==> src/hw/rtl/tkvp_pkg.sv <==
// Package for the telemetry key=value parser: types and constants, and the
// per-byte parsing functions used by the parser core.
// No dependencies.
`timescale 1ns / 1ps

package tkvp_pkg;

   localparam int HDR_MAX_CHARS = 4;
   localparam int HDR_LIM       = (HDR_MAX_CHARS < 4) ? HDR_MAX_CHARS : 4;

   localparam logic [7:0] CH_BAR   = 8'h7C;
   localparam logic [7:0] CH_EQ    = 8'h3D;
   localparam logic [7:0] CH_PLUS  = 8'h2B;
   localparam logic [7:0] CH_MINUS = 8'h2D;
   localparam logic [7:0] CH_DOT   = 8'h2E;
   localparam logic [7:0] CH_ZERO  = 8'h30;
   localparam logic [7:0] CH_NINE  = 8'h39;

   localparam logic [31:0] KEY_V    = 32'h0000_0076;
   localparam logic [31:0] KEY_SEQ  = 32'h0071_6573;
   localparam logic [31:0] KEY_DIST = 32'h7473_6964;
   localparam logic [31:0] KEY_BAT  = 32'h0074_6162;
   localparam logic [31:0] KEY_CHG  = 32'h0067_6863;

   localparam logic [32:0] NUM_CAP = 33'h1_0000_0000;

   // Configuration register indexes.
   localparam logic [2:0] REG_REQ_HDR  = 3'd0;
   localparam logic [2:0] REG_HDR_TEXT = 3'd1;
   localparam logic [2:0] REG_HDR_LEN  = 3'd2;
   localparam logic [2:0] REG_EXP_VER  = 3'd3;
   localparam logic [2:0] REG_REQ_VER  = 3'd4;
   localparam logic [2:0] REG_EN_MASK  = 3'd5;
   localparam logic [2:0] REG_RQ_MASK  = 3'd6;

   // Reject reason codes.
   localparam logic [3:0] RSN_NONE      = 4'd0;
   localparam logic [3:0] RSN_HEADER    = 4'd1;
   localparam logic [3:0] RSN_VERSION   = 4'd2;
   localparam logic [3:0] RSN_NO_VER    = 4'd3;
   localparam logic [3:0] RSN_NO_SEQ    = 4'd4;
   localparam logic [3:0] RSN_DISTANCE  = 4'd8;
   localparam logic [3:0] RSN_BATTERY   = 4'd9;

   // Number scanner phases.
   localparam logic [1:0] NUM_LEAD = 2'd0;
   localparam logic [1:0] NUM_INT  = 2'd1;
   localparam logic [1:0] NUM_FRAC = 2'd2;
   localparam logic [1:0] NUM_STOP = 2'd3;

   typedef struct packed {
      logic        req_hdr;
      logic [31:0] hdr_text;
      logic [2:0]  hdr_len;
      logic [15:0] exp_ver;
      logic        req_ver;
      logic [3:0]  en_mask;
      logic [3:0]  rq_mask;
   } cfg_type;

   typedef struct packed {
      logic        in_value;
      logic        started;
      logic [3:0]  hprog;
      logic [3:0]  pblank;
      logic        hpbad;
      logic        hbad;
      logic [31:0] key;
      logic [2:0]  kcnt;
      logic        kbad;
      logic        kblank;
      logic [1:0]  nphase;
      logic [32:0] acc;
      logic [9:0]  frac;
      logic [1:0]  fcnt;
      logic        neg;
      logic        inz;
      logic        anz;
   } field_type;

   typedef struct packed {
      logic            any_seen;
      logic            ffp;
      logic [3:0]      early;
      logic [4:0]      found;
      logic            chg;
      logic [3:0][31:0] caps;
      logic            dneg;
      logic            bnp;
      field_type       fld;
   } pkt_type;

   // Result item, last member in the lowest bits.
   typedef struct packed {
      logic        charging_flag;
      logic        charging_found;
      logic [31:0] battery_millivolts;
      logic        battery_found;
      logic [31:0] distance_hundredths;
      logic        distance_found;
      logic [31:0] sequence_value;
      logic        sequence_found;
      logic [31:0] version_value;
      logic        version_found;
      logic [3:0]  reject_reason;
      logic        accepted;
   } rsp_type;

   localparam field_type FIELD_CLEAR = '0;

   function automatic pkt_type pkt_clear();
      pkt_type r;
      r     = '0;
      r.ffp = 1'b1;
      return r;
   endfunction

   function automatic logic is_blank(input logic [7:0] c);
      return (c == 8'd32) || (c >= 8'd9 && c <= 8'd13);
   endfunction

   function automatic logic [2:0] hdr_len_eff(input cfg_type cfg);
      return (cfg.hdr_len > 3'(HDR_LIM)) ? 3'(HDR_LIM) : cfg.hdr_len;
   endfunction

   function automatic logic hdr_ok(input cfg_type cfg, input logic [4:0] pos,
                                   input logic [7:0] c);
      logic [31:0] sh;
      sh = cfg.hdr_text >> {pos[1:0], 3'b000};
      if (pos >= {2'b00, hdr_len_eff(cfg)}) return 1'b0;
      return sh[7:0] == c;
   endfunction

   function automatic logic [31:0] sat32(input logic [42:0] mag, input logic neg);
      logic [31:0] low;
      low = mag[31:0];
      if (neg) begin
         if (mag >= 43'h8000_0000) return 32'h8000_0000;
         return 32'd0 - low;
      end
      if (mag > 43'h7FFF_FFFF) return 32'h7FFF_FFFF;
      return low;
   endfunction

   function automatic logic [9:0] frac_weight(input logic [1:0] n);
      unique case (n)
         2'd0:    return 10'd100;
         2'd1:    return 10'd10;
         default: return 10'd1;
      endcase
   endfunction

   function automatic field_type header_byte(input field_type f, input cfg_type cfg,
                                             input logic [7:0] c);
      field_type   r;
      logic [4:0]  pos;
      logic [4:0]  sum;
      r   = f;
      pos = {1'b0, f.hprog} + {1'b0, f.pblank};
      sum = pos + 5'd1;
      if (is_blank(c)) begin
         if (f.started) begin
            if (!hdr_ok(cfg, pos, c)) r.hpbad = 1'b1;
            if (f.pblank != 4'd15) r.pblank = f.pblank + 4'd1;
         end
      end else begin
         r.started = 1'b1;
         if (f.hpbad || !hdr_ok(cfg, pos, c)) r.hbad = 1'b1;
         r.hprog  = (sum > 5'd15) ? 4'd15 : sum[3:0];
         r.pblank = 4'd0;
         r.hpbad  = 1'b0;
      end
      return r;
   endfunction

   function automatic field_type key_byte(input field_type f, input logic [7:0] c);
      field_type r;
      r = f;
      if (is_blank(c)) begin
         if (f.started) r.kblank = 1'b1;
      end else begin
         r.started = 1'b1;
         if (f.kblank || f.kcnt[2]) begin
            r.kbad = 1'b1;
         end else begin
            r.key  = f.key | ({24'd0, c} << {f.kcnt[1:0], 3'b000});
            r.kcnt = f.kcnt + 3'd1;
         end
      end
      return r;
   endfunction

   function automatic field_type value_byte(input field_type f, input logic [7:0] c);
      field_type   r;
      logic        digit;
      logic [3:0]  d;
      logic [1:0]  ph;
      logic [36:0] prod;
      r     = f;
      digit = (c >= CH_ZERO) && (c <= CH_NINE);
      d     = c[3:0];
      ph    = f.nphase;
      prod  = {1'b0, f.acc, 3'b000} + {3'b000, f.acc, 1'b0} + {33'd0, d};
      if (ph == NUM_LEAD) begin
         if (is_blank(c)) return r;
         ph       = NUM_INT;
         r.nphase = NUM_INT;
         if (c == CH_PLUS || c == CH_MINUS) begin
            r.neg = (c == CH_MINUS);
            return r;
         end
      end
      if (ph == NUM_INT) begin
         if (digit) begin
            r.acc = (prod > {4'd0, NUM_CAP}) ? NUM_CAP : prod[32:0];
            if (d != 4'd0) begin
               r.inz = 1'b1;
               r.anz = 1'b1;
            end
         end else if (c == CH_DOT) begin
            r.nphase = NUM_FRAC;
         end else begin
            r.nphase = NUM_STOP;
         end
      end else if (ph == NUM_FRAC) begin
         if (digit) begin
            if (f.fcnt != 2'd3) begin
               r.frac = f.frac + 10'(frac_weight(f.fcnt) * {6'd0, d});
               r.fcnt = f.fcnt + 2'd1;
            end
            if (d != 4'd0) r.anz = 1'b1;
         end else begin
            r.nphase = NUM_STOP;
         end
      end
      return r;
   endfunction

   function automatic pkt_type close_field(input pkt_type p, input cfg_type cfg);
      pkt_type     r;
      field_type   f;
      logic [31:0] ival;
      logic [20:0] tenth;
      logic [42:0] dmag;
      logic [42:0] bmag;
      r     = p;
      f     = p.fld;
      ival  = sat32({10'd0, f.acc}, f.neg);
      // Multiply by 205 and drop 11 bits: the fraction in hundredths, exact below 1029.
      tenth = {11'd0, f.frac} * 21'd205;
      dmag  = {10'd0, f.acc} * 43'd100 + {36'd0, tenth[17:11]};
      bmag  = {10'd0, f.acc} * 43'd1000 + {33'd0, f.frac};
      if (p.ffp) begin
         r.ffp = 1'b0;
         if (cfg.req_hdr && (f.hbad || f.hprog != {1'b0, hdr_len_eff(cfg)}))
            r.early = RSN_HEADER;
      end else if (f.in_value && !f.kbad) begin
         if (f.kcnt == 3'd1 && f.key == KEY_V) begin
            r.found[0] = 1'b1;
            r.caps[0]  = ival;
            if (ival != {16'd0, cfg.exp_ver}) r.early = RSN_VERSION;
         end else if (f.kcnt == 3'd3 && f.key == KEY_SEQ && cfg.en_mask[0]) begin
            r.found[1] = 1'b1;
            r.caps[1]  = ival;
         end else if (f.kcnt == 3'd4 && f.key == KEY_DIST && cfg.en_mask[1]) begin
            r.found[2] = 1'b1;
            r.caps[2]  = sat32(dmag, f.neg);
            r.dneg     = f.neg && f.anz;
         end else if (f.kcnt == 3'd3 && f.key == KEY_BAT && cfg.en_mask[2]) begin
            r.found[3] = 1'b1;
            r.caps[3]  = sat32(bmag, f.neg);
            r.bnp      = f.neg || !f.anz;
         end else if (f.kcnt == 3'd3 && f.key == KEY_CHG && cfg.en_mask[3]) begin
            r.found[4] = 1'b1;
            r.chg      = f.inz;
         end
      end
      r.fld = FIELD_CLEAR;
      return r;
   endfunction

   function automatic pkt_type take_byte(input pkt_type p, input cfg_type cfg,
                                         input logic [7:0] c);
      pkt_type r;
      r = p;
      if (c == CH_BAR) begin
         r = close_field(p, cfg);
      end else if (p.ffp) begin
         r.fld = header_byte(p.fld, cfg, c);
      end else if (!p.fld.in_value) begin
         if (c == CH_EQ) begin
            r.fld.in_value = 1'b1;
            r.fld.started  = 1'b0;
         end else begin
            r.fld = key_byte(p.fld, c);
         end
      end else begin
         r.fld = value_byte(p.fld, c);
      end
      return r;
   endfunction

endpackage

==> src/hw/rtl/tkvp_csr.sv <==
// Configuration registers of the telemetry parser.
// Depends on tkvp_pkg.
`timescale 1ns / 1ps

module tkvp_csr (
   input  logic              clock,
   input  logic              reset,
   input  logic              csr_we,
   input  logic [2:0]        csr_index,
   input  logic [31:0]       csr_wdata,
   output tkvp_pkg::cfg_type cfg
);
   import tkvp_pkg::*;

   cfg_type cfg_ff;

   always_ff @(posedge clock) begin
      if (reset) begin
         cfg_ff.req_hdr  <= 1'b1;
         cfg_ff.hdr_text <= 32'd21332;
         cfg_ff.hdr_len  <= 3'd2;
         cfg_ff.exp_ver  <= 16'd1;
         cfg_ff.req_ver  <= 1'b1;
         cfg_ff.en_mask  <= 4'hF;
         cfg_ff.rq_mask  <= 4'h0;
      end else if (csr_we) begin
         unique case (csr_index)
            REG_REQ_HDR:  cfg_ff.req_hdr  <= csr_wdata[0];
            REG_HDR_TEXT: cfg_ff.hdr_text <= csr_wdata;
            REG_HDR_LEN:  cfg_ff.hdr_len  <= csr_wdata[2:0];
            REG_EXP_VER:  cfg_ff.exp_ver  <= csr_wdata[15:0];
            REG_REQ_VER:  cfg_ff.req_ver  <= csr_wdata[0];
            REG_EN_MASK:  cfg_ff.en_mask  <= csr_wdata[3:0];
            REG_RQ_MASK:  cfg_ff.rq_mask  <= csr_wdata[3:0];
            default: ;
         endcase
      end
   end

   assign cfg = cfg_ff;

endmodule

==> src/hw/rtl/tkvp_parser.sv <==
// Parser core: packet and field state, per-byte update and end-of-packet verdict.
// Depends on tkvp_pkg.
`timescale 1ns / 1ps

module tkvp_parser (
   input  logic              clock,
   input  logic              reset,
   input  tkvp_pkg::cfg_type cfg,
   input  logic              step,
   input  logic [7:0]        payload_byte,
   input  logic              byte_present,
   input  logic              last_byte,
   output logic              res_valid,
   output tkvp_pkg::rsp_type res
);
   import tkvp_pkg::*;

   pkt_type pkt_ff;
   pkt_type pkt_in;
   pkt_type work;
   pkt_type fin;
   logic [3:0] reason;

   always_comb begin
      work = pkt_ff;
      if (byte_present) begin
         work.any_seen = 1'b1;
         if (pkt_ff.early == RSN_NONE) work = take_byte(work, cfg, payload_byte);
      end
      fin = work;
      if (work.early == RSN_NONE && !(work.ffp && !work.any_seen))
         fin = close_field(work, cfg);

      reason = fin.early;
      if (reason == RSN_NONE) begin
         if (cfg.req_ver && !fin.found[0]) begin
            reason = RSN_NO_VER;
         end else begin
            for (int i = 3; i >= 0; i--) begin
               if (cfg.rq_mask[i] && !fin.found[i+1]) reason = RSN_NO_SEQ + 4'(i);
            end
         end
         if (reason == RSN_NONE && fin.found[2] && fin.dneg) reason = RSN_DISTANCE;
         if (reason == RSN_NONE && fin.found[3] && fin.bnp) reason = RSN_BATTERY;
      end

      res.accepted            = (reason == RSN_NONE);
      res.reject_reason       = reason;
      res.version_found       = fin.found[0];
      res.version_value       = fin.caps[0];
      res.sequence_found      = fin.found[1];
      res.sequence_value      = fin.caps[1];
      res.distance_found      = fin.found[2];
      res.distance_hundredths = fin.caps[2];
      res.battery_found       = fin.found[3];
      res.battery_millivolts  = fin.caps[3];
      res.charging_found      = fin.found[4];
      res.charging_flag       = fin.chg;

      res_valid = step && last_byte;
      if (!step)          pkt_in = pkt_ff;
      else if (last_byte) pkt_in = pkt_clear();
      else                pkt_in = work;
   end

   always_ff @(posedge clock) begin
      if (reset) pkt_ff <= pkt_clear();
      else       pkt_ff <= pkt_in;
   end

endmodule

==> src/hw/rtl/telemetry_key_value_parser.sv <==
// Top level of the telemetry key=value packet parser.
// Depends on tkvp_pkg, tkvp_csr and tkvp_parser.
`timescale 1ns / 1ps

// The parser takes a text packet "header|key=value|..." one byte per transfer
// and returns one verdict transfer for each packet, launched by the transfer
// that carries tlast. A byte is taken every clock cycle unless stalled: each byte
// updates the field and packet trackers combinationally, and the verdict is
// held in one output register, so the bytes of a new packet are stalled while a
// verdict waits to be taken. The verdict appears in the cycle after the last byte.
// Input is stalled only while the output register is full and not being drained.
// Configuration registers are written through a simple write port, one
// register per cycle, and should be changed only while no packet is in flight.
module telemetry_key_value_parser (
   input  logic         clock,
   input  logic         reset,
   input  logic         req_tvalid,
   output logic         req_tready,
   input  logic [7:0]   req_tdata,   // payload_byte
   input  logic         req_tuser,   // byte_present
   input  logic         req_tlast,   // last_byte
   output logic         rsp_tvalid,
   input  logic         rsp_tready,
   // accepted, reject_reason[4], version_found, version_value[32], sequence_found,
   // sequence_value[32], distance_found, distance_hundredths[32], battery_found,
   // battery_millivolts[32], charging_found, charging_flag, then zero fill
   output logic [143:0] rsp_tdata,
   input  logic         csr_we,
   input  logic [2:0]   csr_index,
   input  logic [31:0]  csr_wdata
);
   import tkvp_pkg::*;

   cfg_type cfg;
   logic    step;
   logic    res_valid;
   rsp_type res;
   rsp_type rsp_ff;
   logic    rsp_valid_ff;

   tkvp_csr u_csr (
      .clock     (clock),
      .reset     (reset),
      .csr_we    (csr_we),
      .csr_index (csr_index),
      .csr_wdata (csr_wdata),
      .cfg       (cfg)
   );

   // The input side runs whenever the verdict register can take a new value.
   assign req_tready = !rsp_valid_ff || rsp_tready;
   assign step       = req_tvalid && req_tready;

   tkvp_parser u_parser (
      .clock        (clock),
      .reset        (reset),
      .cfg          (cfg),
      .step         (step),
      .payload_byte (req_tdata),
      .byte_present (req_tuser),
      .last_byte    (req_tlast),
      .res_valid    (res_valid),
      .res          (res)
   );

   always_ff @(posedge clock) begin
      if (reset) begin
         rsp_valid_ff <= 1'b0;
      end else if (req_tready) begin
         rsp_valid_ff <= res_valid;
      end
   end

   // Payload register: loaded with each new verdict, no reset needed.
   always_ff @(posedge clock) begin
      if (req_tready && res_valid) begin
         rsp_ff <= res;
      end
   end

   assign rsp_tvalid = rsp_valid_ff;
   assign rsp_tdata  = {5'd0, rsp_ff};

endmodule

==> config.mk <==
export PLATFORM = sky130hd
export DESIGN_NAME = telemetry_key_value_parser
export DESIGN_NICKNAME = d
export VERILOG_FILES = /design/src/hw/rtl/tkvp_pkg.sv /design/src/hw/rtl/tkvp_csr.sv /design/src/hw/rtl/tkvp_parser.sv /design/src/hw/rtl/telemetry_key_value_parser.sv
export SDC_FILE = /design/constraint.sdc
export NUM_CORES = 2
export LEC_CHECK = 0
export ABC_AREA = 1
export BUFFER_PORTS_ARGS = -buffer_cell sky130_fd_sc_hd__buf_2
export CELL_PAD_IN_SITES_DETAIL_PLACEMENT = 1
export CELL_PAD_IN_SITES_GLOBAL_PLACEMENT = 1
export CORE_MARGIN = 3
export CORE_UTILIZATION = 43
export DETAILED_ROUTE_END_ITERATION = 10
export PLACE_DENSITY_LB_ADDON = 0.1
export SETUP_SLACK_MARGIN = 0.4
export SYNTH_ARGS = -nofsm -noshare
export SYNTH_HDL_FRONTEND = slang
export SYNTH_SLANG_ARGS = --single-unit
==> constraint.sdc <==
create_clock -name clock -period 12.5 [get_ports clock]
set_clock_uncertainty 0.1 [all_clocks]
set_input_delay 2.5 -clock clock [delete_from_list [all_inputs] [get_ports clock]]
set_output_delay 2.5 -clock clock [all_outputs]
set_load 0.02 [all_outputs]
==> out/qor.yml <==
ys_seq_area_share_pct: 17.3
final_max_slew_viol_count: 0
endpoint_kind: "register"
syn_to_final_growth_pct: 20.4
layout-drive-gt1-share_pct: 19.0
fin_ws_ns: -0.792
fp.coreArea_sq_um: 136000
grt_use_total_pct: 38.3
avgSynthCellArea_sq_um: 6.94
yosysMostFrequentCell: "nand2_1"
synthTopCellsByCount: "1865 x nand2_1, 1345 x inv_1, 654 x nor2_1"
synth_area_leaders: "ha_1 13%, fa_1 12%, nand2_1 12%"
finalSetupViolations: 32
dp_slack_ns: -1.35
nets: 10374
synth_xor_area_share_pct: 5.65
detailed_place_hpwl_mm: 227
ant_nets: 0
drt-initial-drc-count: 4703
hold_viol_final: 0
drt-total-wl_mm: 279
rsz0062_at_grt: "yes"
initial_core_util_pct: 43.4
dominantRegCellSynth: "dfxtp_1"
routed-via-count: 63549
power.density_nw_per_um2: 48.7
grt_pass1_vias: 65944
hold_slack_ns: 0.360
synth_edf_count: 139
place_area_sq_um: 67200
r2r_start: "u_parser.pkt_ff[4]$_SDFFE_PP0P_"
clkTransAtPathRegs_ns: 0.06
grt_max_degree: 162
fmax_ghz: 0.0752
dr.pass1.iters: 5
route.detailed.drc: 0
crit_slowest_cell: "fa_1"
synthSimpleGateAreaFrac_pct: 28.4
h-tree-depth: 2
cp.required_ns: 12.97
port_buffers: 190
holdBufCountCts: 0
synth-compound-area-share_pct: 12.8
yosys.area.top_type: "ha_1"
fillCellCount: 17665
placementRows: 135
leakagePower_nw: 36.1
min_path_type: "register to register"
clkSinkCount: 442
worstMarginPinSlew_ns: 1.22
overflow: 0
synth_top_family_by_area: "simple AND/OR/NAND/NOR gates"
cts_root_buffer: "clkbuf_16"
worstPathArrival_ns: 13.76
cts_tree: "done"
via_per_inst: 5.68
wl_per_cell_microns: 24.9
relSlewSlack_pct: 18.6
synth_mux_area_share_pct: 0.0509
startpoint_type: "input port"
die_h_microns: 377
slowest_delay_ns: 0.57
netlist_area_sq_um: 59000
ys_warn_count: 0
synth.top_cell.area_share_pct: 12.8
antenna_found_initial: 11
irDropWorstVdd_uv: 104
synthAdderAreaFrac_pct: 24.7
layout_min_cycle_time_ns: 13.29
place.gp.congestion: 1.02
crit_top_cell: "nand2_1"
clkLatencyLatePin_ns: 0.71
postSynthRegisterBits: 442
cts_made_buffers: 55
cts_buffer_depth: 3
fin_crit_sh_pct: 106
dieArea_sq_um: 142000
r2r_slack_ns: 0.40
final_area_sq_um: 71100
min-delay-start: "u_csr.cfg[36]$_SDFFE_PP1P_"
grt_pass1_wl_mm: 413
startpoint: "req_tdata[1]"
pin_count: 196
status: "complete, but fails checks"
finalPower_w: 0.00346
crit_type: "input port to register"
violations: "setup timing"
post-route-util_pct: 52.3
die_w_microns: 377
maxCapViolations: 0
async_flop_share_pct: 0
cp_max_fo: 7
synthCells: 8503
synth_cell_types: 87
[state kept, by name (all words and copies together) (netlist names)]
name and cells:
rsp_tdata 139, rsp_tvalid 1, u_csr.cfg 61, u_parser.pkt_ff 241
[layout make-up]
class	instances	area [sq um]	area share, %
Antenna cell	4	10.0	0.0141
Clock buffer	62	1410	1.99
Clock inverter	41	409	0.576
Inverter	1421	5370	7.55
Multi-Input combinational cell	6408	43700	61.5
Sequential cell	442	10200	14.4
Tap cell	1781	2230	3.14
Timing Repair Buffer	1039	7660	10.8
[metal layers]
layer | GRT usage [%] | routed length (microns) | share of wire [%] | vias to the layer above
met1 | 48.8 | 116000 | 42 | 31474
met2 | 62.5 | 127000 | 45 | 2233
met5 | 0 | 23 | 0.0082 | -
li1 | - | - | - | 29263
met3 | 5.89 | 18900 | 6.8 | 575
met4 | 20.3 | 17500 | 6.3 | 4
[power by group]
part / internal (W) / switching [W]
sequential: 0.00150 / 0.0000163
combinational: 0.0000596 / 0.000195
clock: 0.000924 / 0.000762
[logic make-up (layout without fill, tap and decap cells)]
family | after synthesis | count (layout)
XOR/XNOR | 369 | 369
AO/OA/AOI/OAI | 1327 | 1327
AND/OR/NAND/NOR | 3747 | 3747
other | 1 | 9
adder cells (fa/ha/maj) | 957 | 957
buffers and inverters | 1657 | 2563
flip-flops | 442 | 442
multiplexers | 3 | 3
[critical path, delay by kind of cell]
kind            cells  cell delay [ns]
xor+xnor            2             0.21
compound gates      9             1.14
simple gates       31             3.36
fa+ha+maj          10             4.28
buf+inv            24             2.23
[cell usage in the layout (no fill, tap or decap), types with 57 or more instances in the layout]
master,n
xor2_1,256
o21ai_0,390
buf_2,187
dfxtp_1,302
ha_1,587
a21oi_1,553
nor4_1,62
xnor2_1,83
nand3_1,494
fa_1,348
o21ai_1,69
inv_1,1320
nand4_1,172
nor2_1,613
nand2_1,1814
nor3_1,125
or2_2,115
nand2_2,75
inv_2,83
edfxtp_1,139
buf_4,812
clkbuf_16,57
[stage by stage]
step                cells  TNS (ns)
finish              11198    -23.16
global route        11196    -43.24
detailed placement  11002    -65.71
global placement    11002    -46.35
floorplan            8507     -6.45
CTS                 11161     -4.81
[timing repair]
item | CTS | global route
resized for setup | 103 | 193
pin swaps | 59 | 122
setup buffers | 55 | 32
endpoints found under the setup margin | 64 | 64
gates cloned | 1 | 1
[worst paths after layout]
check                                     to  cells past startpoint
hold reg to reg   u_csr.cfg[36]$_SDFFE_PP1P_                      2
setup reg to reg     rsp_tdata[86]$_DFFE_PP_                     76
setup / recovery     rsp_tdata[86]$_DFFE_PP_                     76
hold / removal    u_csr.cfg[36]$_SDFFE_PP1P_                      2
Note: power is estimated with default switching activity, not from simulation.
